--- config.mk ---
export PLATFORM = sky130hd
export DESIGN_NAME = tilt_direction_classifier
export DESIGN_NICKNAME = d
export VERILOG_FILES = /design/src/rtl/core/tdc_pkg.sv /design/src/rtl/core/tilt_direction_classifier.sv
export SDC_FILE = /design/constraint.sdc
export NUM_CORES = 1
export LEC_CHECK = 0
export ABC_AREA = 1
export BUFFER_PORTS_ARGS = -buffer_cell sky130_fd_sc_hd__buf_2
export CAP_MARGIN = 40
export CORE_MARGIN = 2
export CORE_UTILIZATION = 68
export CTS_CLUSTER_DIAMETER = 200
export DETAILED_ROUTE_END_ITERATION = 8
export MAX_ROUTING_LAYER = met4
export PLACE_DENSITY = 0.87
export SLEW_MARGIN = 40
export SYNTH_ARGS = -nofsm -noshare
export SYNTH_HDL_FRONTEND = slang
export SYNTH_SLANG_ARGS = --single-unit
--- constraint.sdc ---
create_clock -name clk -period 11.5 [get_ports clk]
set_input_delay 1.15 -clock clk [delete_from_list [all_inputs] [get_ports clk]]
set_output_delay 1.15 -clock clk [all_outputs]
set_load 0.02 [all_outputs]
--- src/rtl/core/tdc_pkg.sv ---
// tdc_pkg: shared widths, reset values and codes for the tilt direction classifier
// no dependencies; imported by tilt_direction_classifier
package tdc_pkg;

  localparam int DATA_W      = 16;
  localparam int THR_W       = 15;
  localparam int DIR_W       = 3;
  localparam int CFG_IDX_W   = 1;
  localparam int IN_TDATA_W  = 32;
  localparam int OUT_TDATA_W = 40;

  localparam int HIST_DEPTH_DEF = 4;

  localparam logic [THR_W-1:0] HIGH_THR_RST = 15'd550;
  localparam logic [THR_W-1:0] LOW_THR_RST  = 15'd450;

  // configuration register indexes
  localparam logic [CFG_IDX_W-1:0] REG_HIGH_THR = 1'b0;
  localparam logic [CFG_IDX_W-1:0] REG_LOW_THR  = 1'b1;

  // direction codes
  localparam logic [DIR_W-1:0] DIR_NONE  = 3'd0;
  localparam logic [DIR_W-1:0] DIR_UP    = 3'd1;
  localparam logic [DIR_W-1:0] DIR_DOWN  = 3'd2;
  localparam logic [DIR_W-1:0] DIR_LEFT  = 3'd3;
  localparam logic [DIR_W-1:0] DIR_RIGHT = 3'd4;

endpackage

--- src/rtl/core/tilt_direction_classifier.sv ---
// tilt_direction_classifier: moving average of x/y rate samples and tilt classification
// depends on tdc_pkg for widths, reset values, register indexes and direction codes
//
// Takes one x/y sample pair per transfer and returns one result per pair: the means
// of the last HISTORY_DEPTH samples of each axis (signed, truncated toward zero), a
// direction (none, up, down, left, right) and a flag set when the direction differs
// from the previous one. A strong y tilt (at or above the high threshold) picks up or
// down, a strong x tilt on top of it wins only with the larger magnitude; with no
// strong y tilt both means below the low threshold clear the direction to none, and
// anything else holds the last one. The block takes a new pair every cycle unless
// out_tready holds the pipeline; out_tvalid rises once a pair has passed the running
// sum, updated at the transfer itself, then the reciprocal multiply, the mean and the
// classified output register. The single running-sum update per axis paces the input
// at one pair per cycle. Both rings and sums start at zero after reset. Thresholds
// should only be written while no pair is in flight.
module tilt_direction_classifier
  import tdc_pkg::*;
#(
  parameter int HISTORY_DEPTH = HIST_DEPTH_DEF   // 2 to 16
) (
  input  logic                   clk,
  input  logic                   rst_n,
  // sample input: [15:0] x_sample, [31:16] y_sample
  input  logic                   in_tvalid,
  output logic                   in_tready,
  input  logic [IN_TDATA_W-1:0]  in_tdata,
  // result output: [15:0] x_mean, [31:16] y_mean, [34:32] direction,
  // [35] direction_changed, [39:36] zero
  output logic                   out_tvalid,
  input  logic                   out_tready,
  output logic [OUT_TDATA_W-1:0] out_tdata,
  // threshold write port
  input  logic                   cfg_we,
  input  logic [CFG_IDX_W-1:0]   cfg_idx,
  input  logic [THR_W-1:0]       cfg_wdata
);

  // ring sum width and reciprocal for the exact divide by depth
  localparam int SLOT_W = $clog2(HISTORY_DEPTH);
  localparam int SUM_W  = DATA_W + SLOT_W;
  localparam int RCP_SH = SUM_W + SLOT_W;
  localparam int RCP_W  = SUM_W + 2;
  localparam int PROD_W = SUM_W + RCP_W;
  localparam longint unsigned RCP_L =
    ((64'd1 << RCP_SH) + HISTORY_DEPTH - 1) / HISTORY_DEPTH;
  localparam logic [RCP_W-1:0] RCP = RCP_W'(RCP_L);
  localparam logic [SLOT_W-1:0] SLOT_LAST = SLOT_W'(HISTORY_DEPTH - 1);

  // thresholds
  logic [THR_W-1:0] high_thr_r;
  logic [THR_W-1:0] low_thr_r;

  // history rings, axis 0 is x, axis 1 is y
  logic signed [DATA_W-1:0] ring_r [2][HISTORY_DEPTH];
  logic [SLOT_W-1:0]        slot_r;
  logic [SLOT_W-1:0]        slot_nxt;

  // stage 0: running sums, always the sums of the rings after the last write
  logic                     v0_r;
  logic signed [SUM_W-1:0]  acc_r [2];
  logic signed [SUM_W-1:0]  acc_nxt [2];

  // stage 1: magnitude times reciprocal, sign kept aside
  logic                     v1_r;
  logic [PROD_W-1:0]        prod_r [2];
  logic                     neg_r [2];
  logic [SUM_W-1:0]         mag [2];

  // stage 2: means
  logic                     v2_r;
  logic signed [DATA_W-1:0] mean_r [2];
  logic [DATA_W-1:0]        quo [2];

  // output register and held selection
  logic                     out_tvalid_r;
  logic signed [DATA_W-1:0] out_x_r;
  logic signed [DATA_W-1:0] out_y_r;
  logic [DIR_W-1:0]         out_dir_r;
  logic                     out_chg_r;
  logic [DIR_W-1:0]         last_dir_r;
  logic [DIR_W-1:0]         dir_nxt;

  // stage enables, each stage loads when empty or when it moves on
  logic en_out;
  logic en2;
  logic en1;
  logic en0;
  logic in_xfer;

  assign en_out  = !out_tvalid_r || out_tready;
  assign en2     = !v2_r || en_out;
  assign en1     = !v1_r || en2;
  assign en0     = !v0_r || en1;
  assign in_xfer = in_tvalid && en0;

  assign in_tready  = en0;
  assign out_tvalid = out_tvalid_r;
  assign out_tdata  = {4'd0, out_chg_r, out_dir_r, out_y_r, out_x_r};

  // tilt rules: strong y first, x only wins with the larger magnitude
  function automatic logic [DIR_W-1:0] classify(
    input logic signed [DATA_W-1:0] xm,
    input logic signed [DATA_W-1:0] ym,
    input logic [THR_W-1:0]         hi,
    input logic [THR_W-1:0]         lo,
    input logic [DIR_W-1:0]         last
  );
    logic signed [DATA_W+1:0] x;
    logic signed [DATA_W+1:0] y;
    logic signed [DATA_W+1:0] h;
    logic signed [DATA_W+1:0] l;
    logic signed [DATA_W+1:0] ax;
    logic signed [DATA_W+1:0] ay;
    logic [DIR_W-1:0]         d;
    x  = {{2{xm[DATA_W-1]}}, xm};
    y  = {{2{ym[DATA_W-1]}}, ym};
    h  = {3'd0, hi};
    l  = {3'd0, lo};
    ax = x[DATA_W+1] ? -x : x;
    ay = y[DATA_W+1] ? -y : y;
    if (y >= h) begin
      if (x >= h)
        d = (x > y) ? DIR_RIGHT : DIR_UP;
      else if (x <= -h)
        d = (ax > y) ? DIR_LEFT : DIR_UP;
      else
        d = DIR_UP;
    end else if (y <= -h) begin
      if (x <= -h)
        d = (ax > ay) ? DIR_LEFT : DIR_DOWN;
      else if (x >= h)
        d = (x > ay) ? DIR_RIGHT : DIR_DOWN;
      else
        d = DIR_DOWN;
    end else if (ax < l && ay < l) begin
      d = DIR_NONE;
    end else begin
      d = last;
    end
    return d;
  endfunction

  // running sum: drop the sample being overwritten, add the new one
  always_comb begin
    slot_nxt   = (slot_r == SLOT_LAST) ? '0 : slot_r + 1'b1;
    acc_nxt[0] = acc_r[0] - SUM_W'(ring_r[0][slot_r])
               + SUM_W'($signed(in_tdata[DATA_W-1:0]));
    acc_nxt[1] = acc_r[1] - SUM_W'(ring_r[1][slot_r])
               + SUM_W'($signed(in_tdata[2*DATA_W-1:DATA_W]));
  end

  // magnitudes of the sums and quotients of the products
  always_comb begin
    for (int a = 0; a < 2; a++) begin
      mag[a] = acc_r[a][SUM_W-1] ? SUM_W'(-acc_r[a]) : SUM_W'(acc_r[a]);
      quo[a] = prod_r[a][RCP_SH +: DATA_W];
    end
  end

  assign dir_nxt = classify(mean_r[0], mean_r[1], high_thr_r, low_thr_r, last_dir_r);

  // configuration
  always_ff @(posedge clk) begin
    if (!rst_n) begin
      high_thr_r <= HIGH_THR_RST;
      low_thr_r  <= LOW_THR_RST;
    end else if (cfg_we) begin
      unique case (cfg_idx)
        REG_HIGH_THR: high_thr_r <= cfg_wdata;
        REG_LOW_THR:  low_thr_r  <= cfg_wdata;
        default:      ;
      endcase
    end
  end

  // rings, slot pointer and running sums
  always_ff @(posedge clk) begin
    if (!rst_n) begin
      slot_r <= '0;
      v0_r   <= 1'b0;
      for (int a = 0; a < 2; a++) begin
        acc_r[a] <= '0;
        for (int i = 0; i < HISTORY_DEPTH; i++)
          ring_r[a][i] <= '0;
      end
    end else begin
      if (en0)
        v0_r <= in_tvalid;
      if (in_xfer) begin
        slot_r            <= slot_nxt;
        acc_r[0]          <= acc_nxt[0];
        acc_r[1]          <= acc_nxt[1];
        ring_r[0][slot_r] <= $signed(in_tdata[DATA_W-1:0]);
        ring_r[1][slot_r] <= $signed(in_tdata[2*DATA_W-1:DATA_W]);
      end
    end
  end

  // reciprocal multiply and mean stages
  always_ff @(posedge clk) begin
    if (!rst_n) begin
      v1_r <= 1'b0;
      v2_r <= 1'b0;
    end else begin
      if (en1)
        v1_r <= v0_r;
      if (en2)
        v2_r <= v1_r;
    end
    if (en1) begin
      for (int a = 0; a < 2; a++) begin
        prod_r[a] <= PROD_W'(mag[a]) * PROD_W'(RCP);
        neg_r[a]  <= acc_r[a][SUM_W-1];
      end
    end
    if (en2) begin
      for (int a = 0; a < 2; a++)
        mean_r[a] <= neg_r[a] ? -$signed(quo[a]) : $signed(quo[a]);
    end
  end

  // classification into the output register
  always_ff @(posedge clk) begin
    if (!rst_n) begin
      out_tvalid_r <= 1'b0;
      last_dir_r   <= DIR_NONE;
    end else if (en_out) begin
      out_tvalid_r <= v2_r;
      if (v2_r)
        last_dir_r <= dir_nxt;
    end
    if (en_out && v2_r) begin
      out_x_r   <= mean_r[0];
      out_y_r   <= mean_r[1];
      out_dir_r <= dir_nxt;
      out_chg_r <= (dir_nxt != last_dir_r);
    end
  end

endmodule
# Word-level counts from Yosys, hierarchy flattened
# Memories as Yosys holds them, arrays and structs flattened.
# Index checks and enable logic that the tools add are counted.
# Widths: inputs -> output; s select.
# totals
mem_count	5
ramBits	234
regBits	75
word_cells	355
out_inout_bits	42
inputBits	53
# memory_table
name	words	width	rd	rd_ports_with_merged_regs	wr	line_no	source
ring_r	2	64	2	0	2	tilt_direction_classifier.sv:54	logic signed [DATA_W-1:0] ring_r [2][HISTORY_DEPTH];
acc_r	2	18	2	0	2	tilt_direction_classifier.sv:60	logic signed [SUM_W-1:0] acc_r [2];
prod_r	2	18	2	0	2	tilt_direction_classifier.sv:65	logic [PROD_W-1:0] prod_r [2];
mean_r	2	16	2	0	2	tilt_direction_classifier.sv:71	logic signed [DATA_W-1:0] mean_r [2];
neg_r	2	1	2	0	2	tilt_direction_classifier.sv:66	logic neg_r [2];
# op_classes
n_mux	165
n_reduce_logical	15
bitwise_logic	132
order_cmp	12
n_eq_ne	2
add_sub_neg	12
# op_table
operator	count
$mux 1	137
$or 1x1->1	130
$mux 16	7
$mux 18	6
$bmux 16 s2	2
$mux 64	1
$add 18x16->18	2
$le 16x18->1	2
$lt 18x16->1	2
$neg 16->18	2
$neg 18->18	2
$sub 18x16->18	2
$demux 16 s2	1
$ge 16x16->1	2
$neg 16->16	2
$mux 3	8
$gt 16x18->1	1
$gt 18x16->1	1
$gt 18x18->1	1
$neg 15->18	1
$gt 16x16->1	1
$mux 2	3
$reduce_and 2->1	3
$logic_and 1x1->1	4
other kinds (9)	15

# Longest topological paths before layout
# Gate-level depths: netlist (run 1).
# logic_depth
word_depth	10
depth_mapped	30
depth_no_buf	30

# Least setup slack after synthesis (run 1)
# OpenSTA, ideal clock, no wires.
# synth_timing
kind	input -> register
start	input out_tready
end	memory ring_r[0][0] (netlist name), enable pin
t_arrival_ns	4.436
stages	13
n_path_buf	1
setup_time_ns	0.389
setup_slack_ns	6.674
required_time_ns	11.111
path_cell_list	nor2_1 > inv_1 > nor2_1 > inv_1 > nor2_1 > inv_1 > nor2_1 > nor2_1 > inv_1 > nor2_1 > nand2_1 > clkbuf_1 > nand2_1
# synth_rtl
item	line_no	source
start, declared	tilt_direction_classifier.sv:30	input logic out_tready,
end, declared	tilt_direction_classifier.sv:54	

==> results of run 1 <==
synth_stat cells (4+ instances only):
cell	count	area, um2
a211oi_1	11	82.6
a21o_1	4	30.0
a21oi_1	144	721
a31oi_1	7	43.8
buf_4	7	52.6
clkbuf_1	48	180
clkinv_1	4	15.0
dfxtp_1	39	781
edfxtp_1	266	7990
fa_1	34	681
ha_1	193	2410
inv_1	327	1230
inv_2	20	75.1
nand2_1	305	1140
nand2_2	20	125
nand3_1	66	330
nand3_2	5	50.1
nand4_1	25	156
nor2_1	328	1230
nor2_2	17	106
nor3_1	32	160
nor3_2	4	40.0
nor4_1	14	87.6
o211ai_1	14	105
o21ai_0	135	676
o21ai_1	10	50.1
o21bai_1	7	52.6
o22ai_1	30	188
o31ai_1	6	45.0
or2_2	10	62.6
xnor2_1	15	131
xor2_1	84	736
how the worst max path moves through the flow:
stage	startpoint	slack, ps	endpoint	cells past startpoint
6_report	slot_r[0]$_SDFFE_PN0P_	6860	acc_r[0][34]$_SDFFCE_PN0P_	23
5_1_grt	slot_r[0]$_SDFFE_PN0P_	6520	acc_r[0][34]$_SDFFCE_PN0P_	23
4_1_cts	slot_r[0]$_SDFFE_PN0P_	6930	acc_r[0][34]$_SDFFCE_PN0P_	23
3_5_place_dp	slot_r[0]$_SDFFE_PN0P_	7030	acc_r[0][34]$_SDFFCE_PN0P_	23
3_3_place_gp	out_tready	7160	ring_r[0][1]$_SDFFCE_PN0P_	17
2_1_floorplan	out_tready	6670	ring_r[0][0]$_SDFFCE_PN0P_	13
per-layer routing:
metal	part of all wire, %	track usage (%)
met5	0	-
met4	5.1	15.9
met3	7.4	4.13
met2	50	57.8
met1	38	39.1
worst max-delay path, cell delays in order, from the launching register on:
cell	delay, ps
dfxtp_2	320
inv_1	400
buf_4	520
nor2_1	90
o22ai_1	250
fa_1	500
fa_1	480
inv_1	70
nand3_1	60
nand2_1	90
nand2_1	70
nand2_1	60
a21oi_1	80
o21ai_1	170
nand3_1	80
and2_1	160
o21ai_1	220
a21boi_0	210
nor2_1	150
o21ai_1	70
nand2_1	80
xor2_1	150
inv_1	60
nor2_1	80
state kept, by name (all words and copies together), names as in the netlist:
register / count
ring_r: 128
acc_r: 36
mean_r: 32
prod_r: 32
out_x_r: 16
out_y_r: 16
high_thr_r: 15
low_thr_r: 15
last_dir_r: 3
out_dir_r: 3
neg_r: 2
slot_r: 2
out_chg_r: 1
out_tvalid: 1
v0_r: 1
v1_r: 1
v2_r: 1
power breakdown:
part | switching [mW] | internal [mW]
sequential | 0.319 | 1.50
clock | 0.444 | 0.551
combinational | 1.73 | 1.02
total | 2.50 | 3.07
stage by stage:
| stage | hold WS, ps | cells |
|---|---|---|
| finish | 475 | 2770 |
| detailed placement | 466 | 2708 |
| global route | 490 | 2770 |
| CTS | 477 | 2768 |
| floorplan | 424 | 2272 |
| global placement | 451 | 2706 |
area by class of cell:
cell class                 instances  area (um2)
fill                            1974        6880
clock inverter                    17         118
multi-input combinational       1559        9770
sequential                       305        8770
inverter                         351        1320
timing repair buffer             111         643
clock buffer                      43         885
tap                              384         480
kinds of logic (layout without fill, tap and decap cells):
kind of cell | count (synthesis) | in the layout | synth area share (%)
and+or+nand+nor | 838 | 838 | 17.9
xor gates and xnor gates | 101 | 101 | 4.54
buffers and inverters | 408 | 522 | 7.78
other | 2 | 12 | 0.0375
DFF | 305 | 305 | 43.7
AOI/OAI and AO/OA | 381 | 381 | 10.5
adders and majority gates | 227 | 227 | 15.4
==> run_results.csv, run 1 <==
group,metric,value,unit
layout,n_antenna_cell,0,
sta,fin_skew,14.2,ps
die,ios,95,
pwr,power_leakage,10.2,nW
sta,rsz0062_at_grt,"false",
placement,place_ws,7030,ps
logic_synthesis,ys_ff_latch,305,
detailed_routing,drt-pass1-iter-count,6,
logic_synthesis,async_flop_share,0,%
layout,finish.utilization,76.2,%
clock_network,clock_latency,520,ps
clock_network,tritoncts,"done",
logic_synthesis,synth-seq-area-share,43.7,%
worst_setup_path,timing.rr.end,"acc_r[0][34]$_SDFFCE_PN0P_",
clock_network,htree_levels,2,
logic_synthesis,synth_edf_count,266,
sta,fin_crit_sh,40.4,%
worst_hold_path,min_to,"v1_r$_SDFFE_PN0P_",
clock_network,cts_buffer_depth,3,
logic_synthesis,synthFlopType,"edfxtp_1",
die,fp.dieH,176,um
clock_network,path_clk_slew,60,ps
global_routing,grtUsageTotal,33.5,%
pwr,ir_worst_vdd,0.148,mV
global_routing,grt-ovfl-total,0,
placement,dpl_cell_area,21000,um2
detailed_routing,wl_per_cell,18.0,um
placement,port_buffers,90,
detailed_routing,num_vias,16200,
worst_setup_path,worstSetupStartpointType,"flop",
sta,fin_ws,6860,ps
logic_synthesis,yosysUniqueCellTypes,50,
worst_setup_path,critPathKind,"flop to flop",
placement,place.gp.congestion,0.990,
worst_hold_path,hp-class,"flop to flop",
layout,fin_nets,2642,
clock_network,postCtsSetupRepairBufs,0,
die,start_util,69.5,%
logic_synthesis,synth_warnings,0,
status,status,"finished, final reports clean",
die,fp.dieW,176,um
die,rows,62,
worst_setup_path,reg2reg_setup_slack,6860,ps
detailed_routing,drtAntennaViolNets,0,
detailed_routing,routed_wl,49.9,mm
global_routing,grt_pass1_vias,16000,
worst_hold_path,min_from,"v0_r$_SDFFE_PN0N_",
clock_network,cts_hold_buf,0,
placement,dp_hpwl,37.0,mm
detailed_routing,drc,0,
clock_network,post_cts_resized,0,
clock_network,cts.sinks,305,
worst_hold_path,holdPathStages,2,
die,die-area,30900,um2
worst_setup_path,cp-end-kind,"flop",
worst_setup_path,rr_worst_depth,23,
logic_synthesis,synthesis.instances,2262,
pwr,power_per_cell_area,253,nW/um2
detailed_routing,drt_iter0_markers,1264,
sta,min_period,4640,ps
clock_network,ctsRootBufferMaster,"clkbuf_16",
worst_setup_path,r2r_start,"slot_r[0]$_SDFFE_PN0P_",
clock_network,cts_made_buffers,34,
logic_synthesis,avgSynthCellArea,8.86,um2
sta,worstMarginPinSlew,756,ps
global_routing,grt_max_degree,68,
layout,final_cell_mix,"inv_1, nor2_1, nand2_1",
layout,drive_gt1_share,10.3,%
global_routing,grt_first_pass_wirelength,78.7,mm
sta,hold_viol_final,0,
layout,stdcell_area,22000,um2
die,core-area,28900,um2
sta,setup_viol,0,
worst_setup_path,crit_arrival,5010,ps
sta,setup_tns,0,ps
worst_setup_path,critical_path_required,11870,ps
worst_setup_path,worstPathMaxFanout,48,
detailed_routing,viasPerCell,5.85,
sta,max_slew_margin,49.5,%
logic_synthesis,synth_area,20000,um2
sta,drv_slew,0,
layout,area_growth,9.66,%
global_routing,antenna_found_initial,0,
flow_run,cap_violations,0,
sta,fmax,0.216,GHz
pwr,fin_total_pwr,5.56,mW
Power figures use the tool's default switching activity.
==> run 2, diff against run 1 <==
- ABC_AREA: 1 -> 0
- CORE_UTILIZATION: 68 -> 57
- PLACE_DENSITY: 0.87 -> 0.78
- clock period: 11.5 -> 4.1 ns (I/O delays scaled with it)
==> run_results.csv, run 2 <==
group,metric,value,unit
layout,final_cells,2611,
layout,top_register,"ring_r",
worst_setup_path,path_cells,"inv_2, nand4_1, or3_4, nor4_4, buf_4, nand3_4, xnor2_4, ha_4, nand4_1, nor2_2, o31ai_2, a221oi_2, o21ai_1, buf_4, or3b_4, nor3_4, o21ba_1, o211ai_2",
clock_network,cts_made_buffers,35,
layout,largest_reg_flops,128,
pwr,power_leakage,10.0,nW
worst_setup_path,critical_path_required,4400,ps
placement,place.gp.congestion,1.01,
worst_setup_path,crit_arrival,4330,ps
placement,dp_hpwl,39.8,mm
detailed_routing,drc,0,
sta,fin_skew,13.3,ps
detailed_routing,viasPerCell,5.89,
layout,finish.utilization,67.9,%
logic_synthesis,yosys.area.top_type,"edfxtp_1",
clock_network,cts_hold_buf,0,
clock_network,path_clk_slew,60,ps
logic_synthesis,synth_warnings,0,
logic_synthesis,synth_most_common_cell,"edfxtp_1",
sta,rsz0062_at_grt,"true",
worst_setup_path,crit_buf_inv,3,
layout,top_regs,"ring_r (128), acc_r (36)",
clock_network,tritoncts,"done",
layout,final_cell_mix,"edfxtp_1, inv_1, nor2_1",
detailed_routing,drtAntennaViolNets,0,
clock_network,ctsRootBufferMaster,"clkbuf_16",
detailed_routing,drt_iter0_markers,939,
layout,area_growth,17.3,%
sta,hold_viol_final,0,
logic_synthesis,yosysUniqueCellTypes,93,
die,core-area,34600,um2
global_routing,grt-ovfl-total,0,
pwr,power_per_cell_area,768,nW/um2
placement,port_buffers,90,
detailed_routing,drt-pass1-iter-count,6,
layout,drive_gt1_share,19.1,%
logic_synthesis,synth_edf_count,266,
logic_synthesis,synth_commonest_cells,"edfxtp_1, inv_1, nor2_1",
sta,max_slew_margin,47.9,%
worst_hold_path,min_from,"cfg_wdata[2]",
clock_network,cts_buffer_depth,3,
global_routing,grt_pass1_vias,15300,
layout,fillCellCount,2556,
die,die-area,36700,um2
placement,dp_cells,2540,
detailed_routing,routed_wl,53.0,mm
layout,n_antenna_cell,0,
global_routing,antenna_found_initial,0,
worst_setup_path,cp-end-kind,"flop",
worst_setup_path,cpMaxStageDelayCell,"or3b_4",
global_routing,grtUsageTotal,29.8,%
layout,fin_nets,2409,
layout,final_common_cell,"edfxtp_1",
logic_synthesis,synthFlopType,"edfxtp_1",
logic_synthesis,synth_area,20100,um2
logic_synthesis,synth_top_area_share,39.8,%
logic_synthesis,async_flop_share,0,%
logic_synthesis,synth-seq-area-share,43.7,%
sta,fin_crit_sh,98.5,%
worst_setup_path,critPathKind,"flop to flop",
logic_synthesis,synth_top_cells_by_area,"edfxtp_1, ha_1, xnor2_1",
worst_setup_path,max_stage_delay,400,ps
sta,fmax,0.248,GHz
sta,fin_ws,62.7,ps
worst_setup_path,worstSetupStartpointType,"flop",
clock_network,cts.sinks,305,
sta,worstMarginPinSlew,782,ps
worst_setup_path,r2r_start,"high_thr_r[0]$_SDFFE_PN0P_",
die,fp.dieH,192,um
logic_synthesis,ys_ff_latch,305,
detailed_routing,wl_per_cell,20.3,um
status,status,"finished, final reports clean",
flow_run,cap_violations,0,
worst_hold_path,hp-class,"input pin to flop",
worst_setup_path,worstPathMaxFanout,5,
die,rows,68,
placement,place_ws,-209,ps
sta,setup_viol,0,
sta,drv_slew,0,
detailed_routing,num_vias,15400,
logic_synthesis,synthesis.instances,1910,
clock_network,clock_latency,550,ps
logic_synthesis,avgSynthCellArea,10.5,um2
die,fp.dieW,192,um
pwr,ir_worst_vdd,0.457,mV
sta,fin_hold_ws,121,ps
die,start_util,57.9,%
die,ios,95,
global_routing,grt_max_degree,43,
worst_setup_path,cp-startpoint,"high_thr_r[0]$_SDFFE_PN0P_",
sta,setup_tns,0,ps
global_routing,grt_first_pass_wirelength,81.2,mm
sta,min_period,4040,ps
clock_network,htree_levels,2,
worst_setup_path,critical_path.top_delay_family,"simple AND/OR/NAND/NOR gates",
-- run 2: timing repair --
action / in CTS / in global routing
gates resized for setup: 8 / 70
endpoints found under the setup margin: 9 / 16
buffers inserted: 1 / 6
pin swaps: 2 / 29
gates cloned: 0 / 0
-- run 2: worst paths after layout --
path	to	cells after the start	slack [ps]
max	out_chg_r$_DFFE_PP_	18	60
min	high_thr_r[2]$_SDFFE_PN1P_	3	120
max reg2reg	out_chg_r$_DFFE_PP_	18	60
min reg2reg	v1_r$_SDFFE_PN0P_	2	460
-- run 2: cell families after synthesis --
family	after synthesis	synth area share (%)
simple gates	596	14.5
flops	305	43.7
compound gates	332	11.4
buf+inv	287	5.57
other cells	2	0.0375
xor+xnor	127	5.65
mux	33	3.64
fa+ha+maj	228	15.5
-- run 2: worst min-delay path, cell delays in order --
cell	delay, ps
buf_2	100
nand2_1	50
o211ai_1	80
-- run 2: report_power, final --
part	switching (mW)	total [mW]	internal (mW)
sequential	0.553	4.79	4.24
combinational	5.71	10.1	4.36
clock	1.32	3.19	1.87
-- run 2: cell type report --
cell class | count | area [um2] | area share, %
clock buffers | 50 | 1010 | 4.31
clock inverters | 14 | 169 | 0.718
inverters | 221 | 830 | 3.53
multi-input cells | 1328 | 10600 | 44.9
flip-flops and latches | 305 | 8770 | 37.3
well taps | 455 | 569 | 2.42
repair buffers | 238 | 1590 | 6.78
-- run 2: routing by layer --
metal | part of all wire [%] | routed length (um) | up-vias | GRT usage [%]
met4 | 5.0 | 2680 | 0 | 14.8
li1 | - | - | 7271 | -
met2 | 50 | 26700 | 492 | 50.7
met3 | 5.1 | 2720 | 166 | 3.71
met1 | 39 | 20900 | 7440 | 34.8
met5 | 0 | 0 | - | -
-- run 2: metrics by stage --
step / power (mW) / instance area [um2]
global placement: 14.1 / 21900
detailed placement: 14.4 / 21900
finish: 18.1 / 23500
CTS: 17.7 / 23200
floorplan: 11.2 / 20100
global route: 19.3 / 23500
